`config.mk`:
```
export PLATFORM = sky130hd
export DESIGN_NAME = abd_cfg
export DESIGN_NICKNAME = d
export VERILOG_FILES = /design/src/abd_pkg.sv /design/src/abd_cfg.sv
export SDC_FILE = /design/constraint.sdc
export NUM_CORES = 1
export LEC_CHECK = 0
export ABC_AREA = 1
export ABC_CLOCK_PERIOD_IN_PS = 2300
export BUFFER_PORTS_ARGS = -buffer_cell sky130_fd_sc_hd__buf_2
export CAP_MARGIN = 0
export CORE_MARGIN = 5
export CORE_UTILIZATION = 55
export CTS_BUF_LIST = sky130_fd_sc_hd__clkbuf_8
export CTS_CLUSTER_SIZE = 20
export DETAILED_ROUTE_END_ITERATION = 8
export PLACE_DENSITY = 0.87
export SETUP_SLACK_MARGIN = 0.1
export SYNTH_ARGS = -nofsm -noshare
export SYNTH_HDL_FRONTEND = slang
export SYNTH_SLANG_ARGS = --single-unit
```
`constraint.sdc`:
```
create_clock -name clk -period 2.3 [get_ports clk]
set_clock_uncertainty 0.2 [all_clocks]
set_input_delay 0.46 -clock clk [delete_from_list [all_inputs] [get_ports clk]]
set_output_delay 0.46 -clock clk [all_outputs]
set_load 0.005 [all_outputs]
```
`src/abd_pkg.sv`:
```
package abd_pkg;

	// Configuration port
	localparam int unsigned CfgAddrW = 5;
	localparam int unsigned CfgDataW = 32;

	localparam logic [2:0] RegScoreThreshold = 3'd0;
	localparam logic [2:0] RegStride         = 3'd1;
	localparam logic [2:0] RegAnchor0Width   = 3'd2;
	localparam logic [2:0] RegAnchor0Height  = 3'd3;
	localparam logic [2:0] RegAnchor1Width   = 3'd4;
	localparam logic [2:0] RegAnchor1Height  = 3'd5;

	localparam logic [15:0] RstScoreThreshold = 16'd32768;
	localparam logic [8:0]  RstStride         = 9'd8;
	localparam logic [15:0] RstAnchor0Width   = 16'd256;
	localparam logic [15:0] RstAnchor0Height  = 16'd256;
	localparam logic [15:0] RstAnchor1Width   = 16'd512;
	localparam logic [15:0] RstAnchor1Height  = 16'd512;

	// Exponential unit: Q.28 value, Taylor series on x/8, then squared three times
	localparam int unsigned ExpW        = 31;
	localparam int unsigned TaylorSteps = 6;
	localparam int unsigned SquareSteps = 3;
	localparam int unsigned ExpLat      = 2 + 3 * TaylorSteps + 1 + 2 * SquareSteps;
	localparam logic [28:0] ExpOne      = 29'h1000_0000;

	// Division by a small constant: floor(n * Recip >> 30), exact for n below 2^30
	localparam int unsigned RecipShift = 30;
	localparam logic [29:0] Recip5     = 30'd214748365;

	// Taylor terms two to seven: divisor reciprocal and half divisor for rounding
	localparam logic [29:0] TaylorRecip [TaylorSteps] = '{
		30'd536870912, 30'd357913942, 30'd268435456,
		30'd214748365, 30'd178956971, 30'd153391690
	};
	localparam logic [1:0] TaylorHalf [TaylorSteps] = '{
		2'd1, 2'd1, 2'd2, 2'd2, 2'd3, 2'd3
	};

	typedef struct packed {
		logic [8:0]         row;
		logic [8:0]         column;
		logic               anchor_index;
		logic [15:0]        face_score;
		logic signed [15:0] delta_cx;
		logic signed [15:0] delta_cy;
		logic signed [15:0] delta_w;
		logic signed [15:0] delta_h;
	} item_t;

	typedef struct packed {
		logic signed [23:0] xmin;
		logic signed [23:0] ymin;
		logic signed [23:0] xmax;
		logic signed [23:0] ymax;
		logic [15:0]        box_score;
	} result_t;

	typedef struct packed {
		logic [15:0] score_threshold;
		logic [8:0]  stride;
		logic [15:0] anchor0_width;
		logic [15:0] anchor0_height;
		logic [15:0] anchor1_width;
		logic [15:0] anchor1_height;
	} cfg_t;

	// Fields that ride alongside the exponential units
	typedef struct packed {
		logic [8:0]         row;
		logic [8:0]         column;
		logic               anchor_index;
		logic [15:0]        face_score;
		logic signed [15:0] delta_cx;
		logic signed [15:0] delta_cy;
	} side_t;

endpackage

```
`src/abd_cfg.sv`:
```
module abd_cfg (
	input  logic                          clk,
	input  logic                          arst_n,
	input  logic                          psel,
	input  logic                          penable,
	input  logic                          pwrite,
	input  logic [abd_pkg::CfgAddrW-1:0]  paddr,
	input  logic [abd_pkg::CfgDataW-1:0]  pwdata,
	output logic [abd_pkg::CfgDataW-1:0]  prdata,
	output logic                          pready,
	output abd_pkg::cfg_t                 cfg
);

	logic          wr;
	logic [2:0]    idx;
	abd_pkg::cfg_t cfg_q;

	assign pready = 1'b1;
	assign wr     = psel && penable && pwrite && pready;
	assign idx    = paddr[abd_pkg::CfgAddrW-1:2];
	assign cfg    = cfg_q;

	always_ff @(posedge clk or negedge arst_n) begin
		if (!arst_n) begin
			cfg_q.score_threshold <= abd_pkg::RstScoreThreshold;
			cfg_q.stride          <= abd_pkg::RstStride;
			cfg_q.anchor0_width   <= abd_pkg::RstAnchor0Width;
			cfg_q.anchor0_height  <= abd_pkg::RstAnchor0Height;
			cfg_q.anchor1_width   <= abd_pkg::RstAnchor1Width;
			cfg_q.anchor1_height  <= abd_pkg::RstAnchor1Height;
		end else if (wr) begin
			case (idx)
				abd_pkg::RegScoreThreshold: cfg_q.score_threshold <= pwdata[15:0];
				abd_pkg::RegStride:         cfg_q.stride          <= pwdata[8:0];
				abd_pkg::RegAnchor0Width:   cfg_q.anchor0_width   <= pwdata[15:0];
				abd_pkg::RegAnchor0Height:  cfg_q.anchor0_height  <= pwdata[15:0];
				abd_pkg::RegAnchor1Width:   cfg_q.anchor1_width   <= pwdata[15:0];
				abd_pkg::RegAnchor1Height:  cfg_q.anchor1_height  <= pwdata[15:0];
				default: begin
				end
			endcase
		end
	end

	always_comb begin
		case (idx)
			abd_pkg::RegScoreThreshold: prdata = 32'(cfg_q.score_threshold);
			abd_pkg::RegStride:         prdata = 32'(cfg_q.stride);
			abd_pkg::RegAnchor0Width:   prdata = 32'(cfg_q.anchor0_width);
			abd_pkg::RegAnchor0Height:  prdata = 32'(cfg_q.anchor0_height);
			abd_pkg::RegAnchor1Width:   prdata = 32'(cfg_q.anchor1_width);
			abd_pkg::RegAnchor1Height:  prdata = 32'(cfg_q.anchor1_height);
			default:                    prdata = '0;
		endcase
	end

endmodule

```
==> results of run 1 <==
## worst paths after layout
check,from,endpoint,slack [ps]
worst min-delay path,pwdata[15],cfg[88],150
worst max register to register,cfg[9],cfg[9],1320
min in group asynchronous,arst_n,cfg[18],320
worst max-delay path,paddr[4],prdata[9],160
max in group asynchronous,arst_n,cfg[56],950
worst min register to register,cfg[60],cfg[60],300
## where the power goes
group / switching [W] / internal (W) / leakage [nW]
Sequential: 0.000252 / 0.00188 / 1.12
Clock: 0.000560 / 0.000638 / 0.115
Combinational: 0.000594 / 0.000451 / 1.96
## per-layer routing
| layer | vias to the layer above | GRT usage |
|---|---|---|
| li1 | 2165 | - |
| met1 | 2196 | 0.391 |
| met2 | 303 | 0.431 |
| met3 | 28 | 0.0491 |
| met4 | 0 | 0.0999 |
| met5 | - | 0 |
## worst min-delay path: stages
cell and delay [ps]:
buf_2 140, nand2_1 70, nand2_1 50
## area by class of cell
type                       count  area (um^2)  share of cell area
clock buffer                  10          138              0.0244
timing repair buffer         152          888               0.158
inverter                      50          195              0.0346
tap                          105          131              0.0233
sequential                    89         2230               0.396
clock inverter                 6         83.8              0.0149
multi-input combinational    426         1970               0.349
## stage by stage
| step | cell area (um^2) | util | cells |
|---|---|---|---|
| global placement | 5360 | 0.653 | 820 |
| floorplan | 4720 | - | 616 |
| CTS | 5590 | 0.681 | 837 |
| finish | 5640 | 0.686 | 838 |
| global route | 5640 | 0.686 | 838 |
| detailed placement | 5360 | 0.653 | 820 |
## cells by family after synthesis
| group | Yosys count |
|---|---|
| simple gates | 324 |
| buf+inv | 101 |
| flops | 89 |
| compound gates | 85 |
| other cells | 2 |
## placed cells by master (no fill, tap or decap), drive strengths merged
cell type	n
inv	52
buf	150
clkinvlp	1
nand2	197
o21ai	85
nand4	34
clkbuf	11
nand3	40
clkinv	1
dlygate4sd3	1
conb	17
dfrtp	83
bufinv	2
dfstp	6
nor2	53
## repair_timing
item	4_1_cts	5_1_grt
hold endpoints to repair	18	0
gates resized for setup	0	6
hold buffers	1	0
endpoints found under the setup margin	0	14
==> metrics.txt, run 1 <==
status=finished, final reports clean; Sink Count=89; Final min period=2140 ps; setup slack after layout=158 ps; TritonCTS clock tree=done; htree depth=3; overall power consumption=0.00438 W; met2 wire len=6.66 mm; Crit. End Element=output port; largest family of logic cells by synthesized area=simple AND/OR/NAND/NOR gates; Synth Area in XOR/XNOR=0; global-route wire length before repair=22.4 mm; sequential area share after synthesis=0.480; drt via density=5.60; layout cells sized above 1=0.261; Worst-path clk slew=80 ps; complex-gate fraction of the synthesized area=0.0913; GPL Wtd Cong=0.945; post-CTS setup buffer count=0; cell area after synthesis=4660 um^2; max FFs per register=89; #FFs+latches synth=89; Fin Setup TNS=0 ps; RSZ-0062 raised after global routing=true; Die W=102 um; DRC=0; area leader, netlist=dfrtp_1; Worst path slowest cell=buf_6; Crit Path Class=input port to output port; Hold Vio Cnt, Final=0; vias in the first global route=4434; Skew-Pair Late Insertion Delay=360 ps; Initial Utilization=0.567; DR WL met3=1.59 mm; Post-Synth Adder-Cell Area=0; VDD IR max=0.399 mV; Commonest cells post-synth=194 x nand2_1, 83 x dfrtp_1, 76 x o21ai_1, 47 x nor2_1, 45 x inv_1; pin count of the biggest net entering global routing=51; post-synth top area share=0.446; wirelength, routed=14.1 mm; Synth Flop Type=dfrtp_1; Layout area overhead=21.0%; Fin Hold WS=152 ps; Overflow after GRT=0; initial antenna violation count=0; fin nets=770; worst path cell trace=buf_2 -> buf_6 -> nand3_4 -> o21ai_1 -> inv_1 -> nand2_1 -> buf_2; leakage=3.19 nW; Slew Viols, Final=0; All-Layer GR Usage=0.277; FFs w/ async S/R, synth=1.00; critical path depth in cells=7; dominant cells by area after synthesis=dfrtp_1 45%, nand2_1 16%, o21ai_1 8.2%; max layer used=met4; Distinct cells, synth=24; Die Height=102 um; max_cap viols=0; dpl ws=116 ps; Final period util=0.931; R2R depth=2; IO Pins=164; IO Port Bufs=128; WP buf/inv=4; final antenna-violating net count=0; crit path DAT=1480 ps; area of the core=8220 um^2; worst hold-check path type=input port to register; drt pass-1 iters=5; final setup violation count=0; simple-gate share of the synthesized area=0.316; WP data required=1640 ps; Setup crit start kind=input port; area of the die=10400 um^2; Wirelength per Cell=16.8 um; CTS max path bufs=2; CTS Root Cell=clkbuf_8; Power Dens Cells=776 nW/um^2; Worst path top cell family by delay=buffers and inverters; multiplexer area fraction after synthesis=0; met1 wire length=5.55 mm; Post-synth EDFFs=0; DR iter-0 viols=438; yosys warns=0; Gate Count Post-Synth=601; Critical Path Most Common Cell=buf_2; fmax=467 MHz; hold depth=3; syn avg cell area=7.75 um^2; row count=33; # diodes=0; Worst path max stage delay=260 ps; Via Count=4692; Fillers=674; critical path fanouts, max=25; detailed placement HPWL=10.1 mm; Num CTS Buffers=9; most frequent cell after synthesis=nand2_1
Note: power is estimated with default switching activity, not from simulation.
==> run 2, diff against run 1 <==
--- a/config.mk
+++ b/config.mk
@@ -5,16 +5,16 @@
 export SDC_FILE = /design/constraint.sdc
 export NUM_CORES = 1
 export LEC_CHECK = 0
-export ABC_AREA = 1
 export ABC_CLOCK_PERIOD_IN_PS = 2300
 export BUFFER_PORTS_ARGS = -buffer_cell sky130_fd_sc_hd__buf_2
 export CAP_MARGIN = 0
+export CORE_ASPECT_RATIO = 1.75
 export CORE_MARGIN = 5
 export CORE_UTILIZATION = 55
 export CTS_BUF_LIST = sky130_fd_sc_hd__clkbuf_8
 export CTS_CLUSTER_SIZE = 20
 export DETAILED_ROUTE_END_ITERATION = 8
-export PLACE_DENSITY = 0.87
+export PLACE_DENSITY = 0.88
 export SETUP_SLACK_MARGIN = 0.1
 export SYNTH_ARGS = -nofsm -noshare
 export SYNTH_HDL_FRONTEND = slang
==> metrics.txt, run 2 <==
status=finished, final reports clean (unchanged); most frequent cell after synthesis=mux2_2 (was nand2_1); most frequent cells in the layout=124 x buf_2, 84 x mux2_2, 83 x dfrtp_1 (was 194 x nand2_1, 127 x buf_2, 83 x dfrtp_1); final setup violation count=0 (unchanged); final antenna-violating net count=0 (unchanged); detailed placement HPWL=8.78 mm (was 10.1 mm); sequential area share after synthesis=0.525 (was 0.480); pin count of the biggest net entering global routing=53 (was 51); leakage=2.88 nW (was 3.19 nW); IO Port Bufs=128 (unchanged); Setup crit start kind=register (was input port); Worst-path clk slew=90 ps (was 80 ps); multi-input logic area=1890 um^2 (was 1970 um^2); Skew-Pair Late Insertion Delay=360 ps (about the same); wirelength, routed=12.1 mm (was 14.1 mm); fin area=5520 um^2 (was 5640 um^2); fin nets=516 (was 770); worst hold-check path type=input port to register (unchanged); Final min period=2260 ps (was 2140 ps); register area=2230 um^2 (unchanged); Crit Path Class=register to output port (was input port to output port); syn avg cell area=13.8 um^2 (was 7.75 um^2); layout cells sized above 1=0.635 (was 0.261); DRC=0 (unchanged); post-synth top area share=0.488 (was 0.446); area of the core=7570 um^2 (was 8220 um^2); FFs w/ async S/R, synth=1.00 (unchanged); cell area after synthesis=4260 um^2 (was 4660 um^2); commonest non-fill, non-tap cell in the layout=buf_2 (was nand2_1); Hold Vio Cnt, Final=0 (unchanged); htree depth=3 (unchanged); placed inst area=5150 um^2 (was 5360 um^2); Worst path max stage delay=410 ps (was 260 ps); crit path DAT=1600 ps (was 1480 ps); Initial Utilization=0.563 (was 0.567); yosys warns=0 (unchanged); Overflow after GRT=0 (unchanged); WP data required=1640 ps (about the same); IO Pins=164 (unchanged); Fillers=472 (was 674); Commonest cells post-synth=84 x mux2_2, 83 x dfrtp_1, 22 x buf_4, 18 x mux2i_1, 10 x mux2_4 (was 194 x nand2_1, 83 x dfrtp_1, 76 x o21ai_1, 47 x nor2_1, 45 x inv_1); # diodes=0 (unchanged); Layout area overhead=29.7% (was 21.0%); overall power consumption=0.00427 W (was 0.00438 W); area of the die=9670 um^2 (was 10400 um^2); row count=42 (was 33); area leader, netlist=dfrtp_1 (unchanged); drt via density=5.95 (was 5.60); Via Count=3376 (was 4692); Wirelength per Cell=21.3 um (was 16.8 um); RSZ-0062 raised after global routing=true (unchanged); Post-synth EDFFs=0 (unchanged); global-route wire length before repair=18.6 mm (was 22.4 mm); CTS max path bufs=2 (unchanged); Crit. End Element=output port (unchanged); Gate Count Post-Synth=308 (was 601); dominant cells by area after synthesis=dfrtp_1 49%, mux2_2 22%, mux2i_1 4.2% (was dfrtp_1 45%, nand2_1 16%, o21ai_1 8.2%); #FFs+latches synth=89 (unchanged); Synth Flop Type=dfrtp_1 (unchanged); Die W=76.5 um (was 102 um); worst path cell trace=mux2i_1 -> o21ai_1 -> a221o_1 -> buf_2 (was buf_2 -> buf_6 -> nand3_4 -> o21ai_1 -> inv_1 -> nand2_1 -> buf_2); DR iter-0 viols=195 (was 438); VDD IR max=0.790 mV (was 0.399 mV); Worst path slowest cell=dfrtp_1 (was buf_6); All-Layer GR Usage=0.244 (was 0.277); drt pass-1 iters=4 (was 5); critical path fanouts, max=3 (was 25); initial antenna violation count=0 (unchanged); max FFs per register=89 (unchanged); max_cap viols=0 (unchanged); Power Dens Cells=773 nW/um^2 (was 776 nW/um^2); TritonCTS clock tree=done (unchanged); Sink Count=89 (unchanged); fmax=442 MHz (was 467 MHz); Die Height=126 um (was 102 um); GPL Wtd Cong=0.841 (was 0.945); vias in the first global route=3540 (was 4434); Final period util=0.983 (was 0.931); Distinct cells, synth=38 (was 24); Num CTS Buffers=9 (unchanged); CTS Root Cell=clkbuf_8 (unchanged); Slew Viols, Final=0 (unchanged)
-- run 2: cell types whose count changed in the layout (fill, tap and decap cells not counted), sizes merged, moves of 20 or more --
| cell | previous run | this run |
|---|---|---|
| buf | 150 | 170 |
| inv | 52 | 3 |
| mux2 | 0 | 94 |
| nand2 | 197 | 9 |
| nand3 | 40 | 6 |
| nand4 | 34 | 1 |
| nor2 | 53 | 8 |
| o21ai | 85 | 3 |
-- run 2: path summary, 6_finish.rpt --
| check | from | to | slack, ps | cells past startpoint |
|---|---|---|---|---|
| max in group asynchronous | arst_n | cfg[56] | 970 | 3 |
| worst max-delay path | cfg[68] | prdata[4] | 40 | 4 |
| worst min register to register | cfg[48] | cfg[48] | 330 | 1 |
| min in group asynchronous | arst_n | cfg[21] | 300 | 2 |
| worst max register to register | cfg[17] | cfg[17] | 1250 | 1 |
| worst min-delay path | pwdata[13] | cfg[86] | 180 | 2 |
-- run 2: layout make-up --
type                            count  share of cell area
Multi-Input combinational cell    199               0.342
Clock buffer                       12              0.0299
Clock inverter                      4             0.00340
Inverter                            2             0.00136
Tap cell                           88              0.0199
Sequential cell                    89               0.405
Timing Repair Buffer              173               0.199
-- run 2: where the power goes --
| group | switching (W) | leakage [nW] | internal (W) | total, W |
|---|---|---|---|---|
| clock network | 0.000525 | 0.103 | 0.000472 | 0.000997 |
| logic | 0.000476 | 1.65 | 0.000652 | 0.00113 |
| registers | 0.000261 | 1.12 | 0.00189 | 0.00215 |
| total | 0.00126 | 2.88 | 0.00301 | 0.00427 |
-- run 2: per-stage QoR --
stage	setup TNS, ps	utilization	hold slack, ps	cells	worst slack, ps
6_report	0	0.730	183	567	39.7
5_1_grt	0	0.730	180	567	42.6
4_1_cts	0	0.712	165	558	78.4
3_5_place_dp	-4.46	0.681	148	537	-4.46
3_3_place_gp	0	0.681	138	537	35.7
2_1_floorplan	0	-	-35.6	323	223
-- run 2: cell families (layout without fill, tap and decap cells) --
logic type / after synthesis / after routing / share of synthesized area
flops: 89 / 89 / 0.525
compound gates: 28 / 28 / 0.0517
simple gates: 40 / 40 / 0.0576
buf+inv: 35 / 191 / 0.0538
other cells: 2 / 17 / 0.00176
mux: 114 / 114 / 0.310
-- run 2: layer usage --
metal,up-vias,global-route usage,wire (um)
li1,1431,-,-
met1,1723,0.273,4290
met4,0,0.112,433
met5,-,0,0
met2,185,0.422,6400
met3,37,0.0745,957
-- run 2: critical path, delay by kind of cell (launching register included) --
family	cells	cell delay [ps]
muxes	1	250
AOI/OAI and AO/OA	2	430
buffers and inverters	1	140
DFF	1	410
-- run 2: timing repair --
item / 4_1_cts / 5_1_grt
hold endpoints to repair: 16 / 0
gates resized for setup: 4 / 13
gates cloned: 0 / 1
setup endpoints to repair: 9 / 11
hold buffers: 1 / 0
pin swaps: 0 / 4
buffers inserted: 4 / 8
==> run 3, diff against run 2 <==
--- a/config.mk
+++ b/config.mk
@@ -9,11 +9,12 @@
 export BUFFER_PORTS_ARGS = -buffer_cell sky130_fd_sc_hd__buf_2
 export CAP_MARGIN = 0
 export CORE_ASPECT_RATIO = 1.75
-export CORE_MARGIN = 5
+export CORE_MARGIN = 2
 export CORE_UTILIZATION = 55
 export CTS_BUF_LIST = sky130_fd_sc_hd__clkbuf_8
 export CTS_CLUSTER_SIZE = 20
 export DETAILED_ROUTE_END_ITERATION = 8
+export GPL_TIMING_DRIVEN = 0
 export PLACE_DENSITY = 0.88
 export SETUP_SLACK_MARGIN = 0.1
 export SYNTH_ARGS = -nofsm -noshare
==> metrics.txt, run 3 (synthesis gave the netlist of run 2 again) <==
Hold Startpoint=pwdata[10] (was pwdata[13]); CTS max path bufs=2 (unchanged); fin cells=570 (was 567); Fin Setup TNS=0 ps (unchanged); Layout area overhead=33.9% (was 29.7%); pin count of the biggest net entering global routing=78 (was 53); Psw=0.00127 W (was 0.00126 W); max_cap viols=0 (unchanged); global-route wire length before repair=17.7 mm (was 18.6 mm); Fillers=469 (was 472); VDD IR max=0.568 mV (was 0.790 mV); wirelength, routed=12.1 mm (about the same); Worst path max stage delay=300 ps (was 410 ps); Setup crit start=paddr[2] (was cfg[68]); detailed placement HPWL=8.24 mm (was 8.78 mm); Num CTS Buffers=9 (unchanged); Final min period=2270 ps (was 2260 ps); worst hold-check path type=input port to register (unchanged); Wirelength per Cell=21.2 um (was 21.3 um); status=finished, final reports clean (unchanged); drt via density=5.77 (was 5.95); max FFs per register=89 (unchanged); Final period util=0.987 (was 0.983); DRC=0 (unchanged); Worst path slowest cell=a221o_1 (was dfrtp_1); Overflow after GRT=0 (unchanged); Internal Power=0.00301 W (about the same); Hold Vio Cnt, Final=0 (unchanged); dpl ws=-737 ps (was -4.46 ps); crit path DAT=1610 ps (was 1600 ps); Logic pwr share=0.272 (was 0.264); Via Count=3288 (was 3376); most frequent cells in the layout=126 x buf_2, 84 x mux2_2, 83 x dfrtp_1 (was 124 x buf_2, 84 x mux2_2, 83 x dfrtp_1); Inst Count DP=540 (was 537); final setup violation count=0 (unchanged); commonest non-fill, non-tap cell in the layout=buf_2 (unchanged); layout cells sized above 1=0.658 (was 0.635); Slew Viols, Final=0 (unchanged); Die W=70.5 um (was 76.5 um); Crit Path Class=input port to output port (was register to output port); WP data required=1640 ps (about the same); CTS Root Cell=clkbuf_8 (unchanged); Clk pwr share=0.224 (was 0.233); Slew HR=0.598; WP buf/inv=5 (was 1); fmax=440 MHz (was 442 MHz); setup slack after layout=29.7 ps (was 39.7 ps); Skew-Pair Late Insertion Delay=370 ps (was 360 ps); Worst-path clk slew=80 ps (was 90 ps); # diodes=0 (unchanged); Worst-Margin Slew=601 ps; Worst path top cell family by delay=buffers and inverters (was compound AO/OA/AOI/OAI gates); Critical Path Most Common Cell=buf_12; GPL Wtd Cong=0.812 (was 0.841); Initial Utilization=0.567 (was 0.563); IO Port Bufs=128 (unchanged); Power Dens Cells=752 nW/um^2 (was 773 nW/um^2); htree depth=3 (unchanged); critical path fanouts, max=6 (was 3); fin nets=519 (was 516); RSZ-0062 raised after global routing=true (unchanged); All-Layer GR Usage=0.279 (was 0.244); area of the core=7510 um^2 (was 7570 um^2); row count=42 (unchanged); worst path cell trace=buf_8 -> buf_12 -> buf_12 -> buf_6 -> mux2i_2 -> nor2_1 -> a221o_1 -> buf_2 (was mux2i_1 -> o21ai_1 -> a221o_1 -> buf_2); final antenna-violating net count=0 (unchanged); Die Height=120 um (was 126 um); Sink Count=89 (unchanged); Sw Share=0.297 (was 0.295); drt pass-1 iters=4 (unchanged); initial antenna violation count=0 (unchanged); TritonCTS clock tree=done (unchanged); leakage=2.95 nW (was 2.88 nW); FF-to-FF Start=cfg[31] (was cfg[17]); Setup crit start kind=input port (was register); vias in the first global route=3254 (was 3540); area of the die=8490 um^2 (was 9670 um^2); worst reg2reg setup slack=1280 ps (was 1250 ps); DR iter-0 viols=229 (was 195); IO Pins=164 (unchanged); Crit. End Element=output port (unchanged); Seq pwr share=0.504 (was 0.503)
==> run 3: cell types whose count changed in the layout (fill, tap and decap cells not counted), moves of 3 or more <==
| cell | delta |
|---|---|
| buf_4 | -8 |
| buf_6 | +5 |
| inv_1 | +3 |
| mux2i_1 | -3 |
| o221ai_1 | -3 |
| o221ai_2 | +3 |
==> run 3: stage by stage <==
| stage | total power [W] | cell area, um^2 | utilization | hold slack [ps] |
|---|---|---|---|---|
| after floorplan | 0.00265 | 4310 | - | -35.6 |
| after global placement | 0.00316 | 5060 | 0.674 | 306 |
| after detailed placement | 0.00322 | 5090 | 0.678 | 126 |
| after CTS | 0.00423 | 5590 | 0.744 | 175 |
| after global routing | 0.00447 | 5700 | 0.759 | 181 |
| final | 0.00429 | 5700 | 0.759 | 180 |
==> run 3: final cells by class <==
cell class / instances / area, um^2 / share of cell area
sequential: 89 / 2230 / 0.392
multi-input combinational: 199 / 1970 / 0.346
timing repair buffer: 144 / 900 / 0.158
buffer: 32 / 308 / 0.0540
clock buffer: 11 / 151 / 0.0266
tap: 88 / 110 / 0.0193
clock inverter: 5 / 20.0 / 0.00351
inverter: 2 / 7.51 / 0.00132
==> run 3: power groups by stage <==
stage	registers, W	clock network (W)	logic, W
2_1_floorplan	0.00214	0	0.000506
3_3_place_gp	0.00214	0	0.00102
3_5_place_dp	0.00216	0	0.00106
4_1_cts	0.00213	0.000961	0.00114
5_1_grt	0.00219	0.00102	0.00125
6_report	0.00216	0.000960	0.00117
==> run 3: worst paths after layout <==
path	endpoint	cells after the start
max	prdata[6]	8
min	cfg[83]	2
max reg2reg	cfg[31]	1
min reg2reg	cfg[28]	1
max in group asynchronous	cfg[25]	3
min in group asynchronous	cfg[77]	2
==> run 3: what timing repair did <==
item,4_1_cts,5_1_grt
gates resized for setup,47,17
pin swaps,8,10
endpoints found under the setup margin,16,16
setup buffers,8,3
cloned,2,1
hold buffers,1,0
hold endpoints to repair,12,0
==> run 3: routing by layer <==
metal  GRT usage  wire (um)  vias up
met5           0          0        -
met4       0.159        475        0
met3      0.0758        743       36
met2       0.473       6610      147
met1       0.312       4280     1672
li1            -          -     1433
